$ cat config.mk
export PLATFORM = sky130hd
export DESIGN_NAME = quoted_string_unescaper
export DESIGN_NICKNAME = d
export VERILOG_FILES = /design/src/hdl/qsu_pkg.sv /design/src/hdl/quoted_string_unescaper.sv
export SDC_FILE = /design/constraint.sdc
export NUM_CORES = 1
export LEC_CHECK = 0
export BUFFER_PORTS_ARGS = -buffer_cell sky130_fd_sc_hd__buf_2
export CAP_MARGIN = 20
export CORE_MARGIN = 4
export CORE_UTILIZATION = 45
export DETAILED_ROUTE_END_ITERATION = 10
export GPL_ROUTABILITY_DRIVEN = 0
export MAX_ROUTING_LAYER = met4
export PLACE_DENSITY_LB_ADDON = 0.05
export SYNTH_ARGS = -nofsm -noshare
export SYNTH_HDL_FRONTEND = slang
export SYNTH_SLANG_ARGS = --single-unit
$ cat constraint.sdc
create_clock -name clk -period 2 [get_ports clk]
set_input_delay 0.6 -clock clk [delete_from_list [all_inputs] [get_ports clk]]
set_output_delay 0.6 -clock clk [all_outputs]
set_load 0.05 [all_outputs]
$ cat src/hdl/qsu_pkg.sv
package qsu_pkg;

  // One input beat: a character, or the end-of-text marker.
  typedef struct packed {
    logic       kind;
    logic [7:0] char_byte;
  } in_t;

  // One result beat.
  typedef struct packed {
    logic       data_valid;
    logic [7:0] data_byte;
    logic       string_done;
    logic [2:0] error_code;
  } out_t;

  // Error codes.
  localparam logic [2:0] ERR_NONE    = 3'd0;
  localparam logic [2:0] ERR_NO_OPEN = 3'd1;
  localparam logic [2:0] ERR_BAD_ESC = 3'd2;
  localparam logic [2:0] ERR_BAD_HEX = 3'd3;
  localparam logic [2:0] ERR_END_HEX = 3'd4;
  localparam logic [2:0] ERR_UNTERM  = 3'd5;

  // Character codes.
  localparam logic [7:0] CH_NUL       = 8'h00;
  localparam logic [7:0] CH_QUOTE     = 8'h22;
  localparam logic [7:0] CH_BACKSLASH = 8'h5C;
  localparam logic [7:0] CH_X         = 8'h78;
  localparam logic [7:0] CH_A         = 8'h61;
  localparam logic [7:0] CH_B         = 8'h62;
  localparam logic [7:0] CH_N         = 8'h6E;
  localparam logic [7:0] CH_R         = 8'h72;
  localparam logic [7:0] CH_T         = 8'h74;

  // Byte values of the escapes.
  localparam logic [7:0] BYTE_BEL = 8'h07;
  localparam logic [7:0] BYTE_BS  = 8'h08;
  localparam logic [7:0] BYTE_LF  = 8'h0A;
  localparam logic [7:0] BYTE_CR  = 8'h0D;
  localparam logic [7:0] BYTE_TAB = 8'h09;

endpackage

$ cat src/hdl/quoted_string_unescaper.sv
// A character beat taken into the input stage register moves on to the result register,
// which drives out_valid, once that register is free; a stalled output holds it back.
// Throughput: one character per cycle; the input register and the result register
// form a two-stage pipeline, and the input side keeps accepting while out_stall is low.
// Reset (rst_n low, synchronous): both stages empty, decoder waiting for an opening quote.
module quoted_string_unescaper (
  input  logic            clk,
  input  logic            rst_n,
  input  logic            in_valid,
  output logic            in_stall,
  input  qsu_pkg::in_t    in_data,
  output logic            out_valid,
  input  logic            out_stall,
  output qsu_pkg::out_t   out_data
);
  import qsu_pkg::*;

  // Decoder modes. The encoding is only three bits wide; unused codes are never reached.
  typedef enum logic [2:0] {
    MODE_WAIT,
    MODE_BODY,
    MODE_ESC,
    MODE_HEX1,
    MODE_HEX2
  } mode_t;

  // Input stage register.
  logic       s1_valid_r, s1_valid_nxt;
  in_t        s1_data_r,  s1_data_nxt;

  // Result stage register.
  logic       out_valid_r, out_valid_nxt;
  out_t       out_data_r,  out_data_nxt;

  // Decoder state. It advances only when the item in the input stage moves on.
  mode_t      mode_r, mode_nxt;
  logic [3:0] high_nibble_r, high_nibble_nxt;

  logic       out_free;
  logic       in_take;
  logic       s1_move;
  logic       is_end;
  logic [4:0] hex_val;
  out_t       result;
  mode_t      mode_calc;
  logic [3:0] nibble_calc;

  // Returns 0 to 15 for a hex digit of either case, and 16 for anything else.
  function automatic logic [4:0] hex_value(input logic [7:0] ch);
    logic [7:0] d;
    begin
      d = 8'h00;
      hex_value = 5'd16;
      if (ch >= 8'h30 && ch <= 8'h39) begin
        d = ch - 8'h30;
        hex_value = {1'b0, d[3:0]};
      end else if (ch >= 8'h61 && ch <= 8'h66) begin
        d = ch - 8'h57;
        hex_value = {1'b0, d[3:0]};
      end else if (ch >= 8'h41 && ch <= 8'h46) begin
        d = ch - 8'h37;
        hex_value = {1'b0, d[3:0]};
      end
    end
  endfunction

  // Flow control. The result register is free when it is empty or its beat leaves this
  // cycle. The input stage hands its beat over whenever the result register is free,
  // so the input side only stalls while both stages are occupied and the output stalls.
  assign out_free = !out_valid_r || !out_stall;
  assign s1_move  = s1_valid_r && out_free;
  assign in_stall = s1_valid_r && !out_free;
  assign in_take  = in_valid && !in_stall;

  assign out_valid = out_valid_r;
  assign out_data  = out_data_r;

  // Decode of the character held in the input stage against the current mode.
  // A zero byte counts as end of text, the same as the end-of-text kind.
  always_comb begin
    is_end      = s1_data_r.kind || (s1_data_r.char_byte == CH_NUL);
    hex_val     = hex_value(s1_data_r.char_byte);
    result      = '0;
    mode_calc   = mode_r;
    nibble_calc = high_nibble_r;

    case (mode_r)
      MODE_BODY: begin
        if (is_end) begin
          result.error_code = ERR_UNTERM;
          mode_calc         = MODE_WAIT;
        end else if (s1_data_r.char_byte == CH_BACKSLASH) begin
          mode_calc = MODE_ESC;
        end else if (s1_data_r.char_byte == CH_QUOTE) begin
          result.string_done = 1'b1;
          mode_calc          = MODE_WAIT;
        end else begin
          result.data_valid = 1'b1;
          result.data_byte  = s1_data_r.char_byte;
        end
      end
      MODE_ESC: begin
        if (is_end) begin
          // The text ended right after a backslash: the string was never closed.
          result.error_code = ERR_UNTERM;
          mode_calc         = MODE_WAIT;
        end else begin
          mode_calc         = MODE_BODY;
          result.data_valid = 1'b1;
          case (s1_data_r.char_byte)
            CH_BACKSLASH: result.data_byte = CH_BACKSLASH;
            CH_A:         result.data_byte = BYTE_BEL;
            CH_B:         result.data_byte = BYTE_BS;
            CH_N:         result.data_byte = BYTE_LF;
            CH_R:         result.data_byte = BYTE_CR;
            CH_T:         result.data_byte = BYTE_TAB;
            CH_QUOTE:     result.data_byte = CH_QUOTE;
            CH_X: begin
              result.data_valid = 1'b0;
              mode_calc         = MODE_HEX1;
            end
            default: begin
              result.data_valid = 1'b0;
              result.error_code = ERR_BAD_ESC;
              mode_calc         = MODE_WAIT;
            end
          endcase
        end
      end
      MODE_HEX1, MODE_HEX2: begin
        if (is_end) begin
          result.error_code = ERR_END_HEX;
          mode_calc         = MODE_WAIT;
        end else if (hex_val[4]) begin
          // The first bad digit is reported at once.
          result.error_code = ERR_BAD_HEX;
          mode_calc         = MODE_WAIT;
        end else if (mode_r == MODE_HEX1) begin
          nibble_calc = hex_val[3:0];
          mode_calc   = MODE_HEX2;
        end else begin
          result.data_valid = 1'b1;
          result.data_byte  = {high_nibble_r, hex_val[3:0]};
          mode_calc         = MODE_BODY;
        end
      end
      default: begin
        // Waiting for the opening quote. End of text here is silently ignored.
        mode_calc = MODE_WAIT;
        if (!is_end) begin
          if (s1_data_r.char_byte == CH_QUOTE) begin
            mode_calc = MODE_BODY;
          end else begin
            result.error_code = ERR_NO_OPEN;
          end
        end
      end
    endcase
  end

  // Next-state values for both stages and the decoder state.
  always_comb begin
    s1_valid_nxt    = in_take ? 1'b1 : (s1_move ? 1'b0 : s1_valid_r);
    s1_data_nxt     = in_take ? in_data : s1_data_r;
    out_valid_nxt   = out_free ? s1_valid_r : out_valid_r;
    out_data_nxt    = s1_move ? result : out_data_r;
    mode_nxt        = s1_move ? mode_calc : mode_r;
    high_nibble_nxt = s1_move ? nibble_calc : high_nibble_r;
  end

  // Payload registers follow their next values; reset clears only the control state.
  always_ff @(posedge clk) begin
    s1_data_r  <= s1_data_nxt;
    out_data_r <= out_data_nxt;
    if (!rst_n) begin
      s1_valid_r    <= 1'b0;
      out_valid_r   <= 1'b0;
      mode_r        <= MODE_WAIT;
      high_nibble_r <= 4'h0;
    end else begin
      s1_valid_r    <= s1_valid_nxt;
      out_valid_r   <= out_valid_nxt;
      mode_r        <= mode_nxt;
      high_nibble_r <= high_nibble_nxt;
    end
  end

`ifndef SYNTHESIS
  // Any item that reports an error leaves the decoder waiting for a new string.
  assert property (@(posedge clk) disable iff (!rst_n)
    (s1_move && result.error_code != ERR_NONE) |=> (mode_r == MODE_WAIT))
    else $error("decoder not back to waiting after an error");

  // A closing quote also returns the decoder to waiting.
  assert property (@(posedge clk) disable iff (!rst_n)
    (s1_move && result.string_done) |=> (mode_r == MODE_WAIT))
    else $error("decoder not back to waiting after the closing quote");

  // A result beat carries at most one of: a byte, completion, an error.
  assert property (@(posedge clk) disable iff (!rst_n)
    out_valid_r |-> ($countones({out_data_r.data_valid, out_data_r.string_done,
                                 out_data_r.error_code != ERR_NONE}) <= 1))
    else $error("result beat carries conflicting flags");

  // A beat in the input stage that may not move must still be there next cycle.
  assert property (@(posedge clk) disable iff (!rst_n)
    (s1_valid_r && !out_free) |=> (s1_valid_r && $stable(s1_data_r)))
    else $error("input stage lost a beat while the output was stalled");

  // The decoder state only changes when an item is handed to the result register.
  assert property (@(posedge clk) disable iff (!rst_n)
    !s1_move |=> ($stable(mode_r) && $stable(high_nibble_r)))
    else $error("decoder state changed without an item");
`endif

endmodule
==> out/qor.yml <==
run_status:
  outcome: "complete, but fails checks"
  violations: "setup timing"
global_routing:
  gr_overflow_total: 0
  grt_start_max_net_pins: 17
  grt_first_pass_wirelength_microns: 7890
  first_global_vias: 1652
  grt_antenna_before_repair: 0
  gr_usage_total_pct: 20.2
floorplanning:
  ios: 28
  floorplan.rows: 23
  placeableCoreArea_sq_mm: 0.00406
  design.die.area_sq_mm: 0.00536
  chipHeight_microns: 73.2
  initial_core_util_pct: 47.1
  die_w_microns: 73.2
cts:
  tritoncts: "yes"
  root_buffer: "sky130_fd_sc_hd__clkbuf_8"
  tritoncts.num_buffers: 5
  path_clk_slew_ns: 0.06
  tritoncts_num_sinks: 31
  cts_hold_repair.buffers: 0
  h-tree-depth: 2
  clock_insertion_delay_worst_skew_ns: 0.29
  cts_max_path_buffers: 2
layout:
  postLayoutCellArea_sq_mm: 0.00262
  layout.nets: 271
  layout-drive-gt1-share_pct: 45.1
  layout_overhead_on_the_synthesized_area_pct: 37.1
  antennaDiodeCount: 0
  fillerInstances: 312
routing:
  routed_wirelength_microns: 5090
  final_antenna_net_count: 0
  firstDrtPassIters: 4
  dr.first_iter.drc_count: 225
  vias_per_cell: 5.83
  routed_wire_length_per_instance_microns: 16.7
  drc: 0
  vias: 1778
power_and_ir_drop:
  p_leak_uw: 0.00109
  power_consumption_uw: 1580
  power-per-cell-area_mw_per_mm2: 603
  vdd_ir_drop_max_uv: 420
synth:
  synth-async-reset-ratio_pct: 0
  netlist_instances: 184
  avgSynthCellArea_sq_um: 10.4
  synth.yosys.seq_area_share_pct: 44.0
  largest_family_of_logic_cells_by_synthesized_area: "simple AND/OR/NAND/NOR gates"
  synth-main-ff-cell: "sky130_fd_sc_hd__edfxtp_1"
  synthAdderAreaFrac_pct: 2.62
  ys_ff_latch: 31
  synth_enable_flop_cells: 22
  synth_nets: 201
  synth.distinct_cells: 65
  post_synth_xor_area_fraction_pct: 0.916
  synth_compound_gate_area_share_pct: 22.0
  post_synth_instance_area_sq_mm: 0.00191
  synthSimpleGateAreaFrac_pct: 24.2
  portion_of_netlist_area_occupied_by_mux_cells_pct: 1.05
  yosysWarnings: 0
timing:
  layout_worst_path_cycle_share_pct: 104
  final.setup.worst_slack_ns: -0.0770
  hold_viol_final: 0
  timing.clock.skew_ns: 0.0112
  final.setup.tns_ns: -0.176
  post-route-min-period_ns: 2.08
  rsz0062_at_grt: "true"
  final-setup-viol-count: 4
  max_slew_margin_pct: 71.1
  max_freq_mhz: 481
  final-max-slew-violation-count: 0
  worst_pin_slew_ns: 0.429
worst_setup_path:
  buffers_and_inverters_on_the_worst_path: 1
  crit_path_cell_trace: "inv_2, ha_4, or3b_4, o311a_4, o21a_4, a221o_1"
  startpoint_type: "flop"
  regToRegEndpoint: "out_data[10]$_DFFE_PP_"
  critPathTopFamily: "compound AO/OA/AOI/OAI gates"
  worstPathMaxFanout: 7
  reg2regPathDepth: 6
  worst-endpoint-arrival_ns: 2.11
  worst-r2r-setup-slack_ns: -0.08
  critPathKind: "flop to flop"
  timing.critical_path.to_type: "flop"
  crit-reg2reg-launch: "s1_data_r[0]$_DFFE_PP_"
  timing.critical_path.required_ns: 2.03
  slowest_stage_delay_cp_ns: 0.43
  cpMaxStageDelayCell: "sky130_fd_sc_hd__edfxtp_1"
hold_path:
  hold_class: "primary input to flop"
  hold_end: "s1_data_r[5]$_DFFE_PP_"
  min_path_cells: 1
  timing.hold.worst.start: "in_data[5]"
placed_design:
  post_dp_cell_area_sq_mm: 0.00234
  port-buffer-count: 27
  dp_hpwl_microns: 3690
job:
  maxCapViolations: 0
-- registers in the layout, summed over array words and instances, names as in the netlist --
name	flops
out_data	13
s1_data_r	9
high_nibble_r	4
mode_r	3
out_valid	1
s1_valid_r	1
-- cells in the mapped netlist (2+ instances only) --
| library cell | instances | area, sq um |
|---|---|---|
| sky130_fd_sc_hd__edfxtp_1 | 22 | 661 |
| sky130_fd_sc_hd__nand2_1 | 22 | 82.6 |
| sky130_fd_sc_hd__nor2_1 | 16 | 60.1 |
| sky130_fd_sc_hd__dfxtp_1 | 9 | 180 |
| sky130_fd_sc_hd__inv_1 | 7 | 26.3 |
| sky130_fd_sc_hd__nor3_1 | 7 | 35.0 |
| sky130_fd_sc_hd__a21oi_1 | 6 | 30.0 |
| sky130_fd_sc_hd__nand3_1 | 5 | 25.0 |
| sky130_fd_sc_hd__nor2b_1 | 5 | 31.3 |
| sky130_fd_sc_hd__o21ai_1 | 5 | 25.0 |
| sky130_fd_sc_hd__and3_1 | 4 | 25.0 |
| sky130_fd_sc_hd__buf_6 | 4 | 45.0 |
| sky130_fd_sc_hd__ha_1 | 4 | 50.1 |
| sky130_fd_sc_hd__a21oi_2 | 3 | 26.3 |
| sky130_fd_sc_hd__o31ai_1 | 3 | 22.5 |
| sky130_fd_sc_hd__a2111o_1 | 2 | 22.5 |
| sky130_fd_sc_hd__a211oi_1 | 2 | 15.0 |
| sky130_fd_sc_hd__a221o_1 | 2 | 20.0 |
| sky130_fd_sc_hd__and2_1 | 2 | 12.5 |
| sky130_fd_sc_hd__and3b_1 | 2 | 17.5 |
| sky130_fd_sc_hd__buf_2 | 2 | 10.0 |
| sky130_fd_sc_hd__buf_4 | 2 | 15.0 |
| sky130_fd_sc_hd__mux2i_1 | 2 | 20.0 |
| sky130_fd_sc_hd__nand3b_1 | 2 | 15.0 |
| sky130_fd_sc_hd__o211ai_1 | 2 | 15.0 |
| sky130_fd_sc_hd__o21ai_0 | 2 | 10.0 |
| sky130_fd_sc_hd__or4b_1 | 2 | 20.0 |
-- per-layer routing --
metal	global-route usage, %	vias up	share of wire, %
li1	-	838	-
met1	23.2	825	39
met2	31.2	94	48
met3	6.34	21	8.6
met4	10.7	0	3.6
met5	-	-	0
-- worst reg2reg max path: cells and delay by family (launching register included) --
family	cells	cell delay [ns]
buf+inv	1	0.12
simple gates	1	0.39
compound gates	3	0.74
flops	1	0.43
fa+ha+maj	1	0.16
-- logic make-up (layout without fill, tap and decap cells) --
group,count (synthesis),count (layout)
buffers and inverters,16,87
and+or+nand+nor,81,81
AOI/OAI and AO/OA,48,48
adders and majority gates,4,4
muxes,2,2
DFF,31,31
xor gates and xnor gates,2,2
-- what timing repair did --
item | CTS | global route
gates resized for setup | 4 | 21
pin swaps | 2 | 6
buffers inserted | 1 | 5
endpoints found under the setup margin | 11 | 17
-- cell usage in the layout, fill, tap and decap left out, types with 2 or more instances in the layout --
cell,n
sky130_fd_sc_hd__buf_4,44
sky130_fd_sc_hd__ha_4,2
sky130_fd_sc_hd__nand2_1,20
sky130_fd_sc_hd__nor3_1,4
sky130_fd_sc_hd__nor4b_2,2
sky130_fd_sc_hd__o31ai_4,2
sky130_fd_sc_hd__edfxtp_1,22
sky130_fd_sc_hd__inv_1,5
sky130_fd_sc_hd__clkbuf_8,6
sky130_fd_sc_hd__a21oi_2,3
sky130_fd_sc_hd__inv_2,2
sky130_fd_sc_hd__and3_1,4
sky130_fd_sc_hd__a221o_1,2
sky130_fd_sc_hd__buf_2,27
sky130_fd_sc_hd__o31ai_1,2
sky130_fd_sc_hd__nor2b_1,4
sky130_fd_sc_hd__nand3_1,4
sky130_fd_sc_hd__and3b_1,2
sky130_fd_sc_hd__o21ai_1,5
sky130_fd_sc_hd__nand3b_1,2
sky130_fd_sc_hd__or4b_1,2
sky130_fd_sc_hd__nand2_2,2
sky130_fd_sc_hd__a2111o_1,2
sky130_fd_sc_hd__mux2i_1,2
sky130_fd_sc_hd__o211ai_1,2
sky130_fd_sc_hd__nor3_2,2
sky130_fd_sc_hd__nor2_1,16
sky130_fd_sc_hd__a21oi_1,5
sky130_fd_sc_hd__dfxtp_1,9
-- stage by stage --
step / utilization (%) / instances / setup slack [ns] / hold slack (ns)
floorplan: - / 184 / -0.0105 / 0.450
CTS: 61.1 / 300 / -0.0702 / 0.480
detailed placement: 57.7 / 291 / -0.0785 / 0.492
global route: 64.7 / 305 / -0.117 / 0.481
finish: 64.7 / 305 / -0.0770 / 0.489
global placement: 57.7 / 291 / -0.0498 / 0.466
-- worst max-delay path by stage --
stage | startpoint | to | slack, ns | depth (start not counted)
after global routing | s1_data_r[0]$_DFFE_PP_ | out_data[8]$_DFFE_PP_ | -0.12 | 6
final | s1_data_r[0]$_DFFE_PP_ | out_data[10]$_DFFE_PP_ | -0.08 | 6
after CTS | s1_data_r[0]$_DFFE_PP_ | out_data[10]$_DFFE_PP_ | -0.07 | 6
after global placement | s1_data_r[0]$_DFFE_PP_ | out_data[5]$_DFFE_PP_ | -0.05 | 7
after floorplan | s1_data_r[0]$_DFFE_PP_ | out_data[10]$_DFFE_PP_ | -0.01 | 6
after detailed placement | s1_data_r[0]$_DFFE_PP_ | out_data[8]$_DFFE_PP_ | -0.08 | 6
-- area by class of cell --
cell class | instances | area, sq um | area share, %
clock buffers | 7 | 108 | 4.10
clock inverters | 1 | 5.00 | 0.191
inverters | 7 | 26.3 | 1.00
multi-input cells | 137 | 1100 | 42.1
flip-flops and latches | 31 | 841 | 32.0
well taps | 50 | 62.6 | 2.38
repair buffers | 72 | 477 | 18.2
-- where the power goes --
group | switching (uW) | total [uW] | internal (uW)
Clock | 238 | 590 | 352
Sequential | 21.8 | 737 | 715
Combinational | 151 | 256 | 105
Total | 411 | 1580 | 1170
No activity file was read; power rests on OpenSTA's default activity.
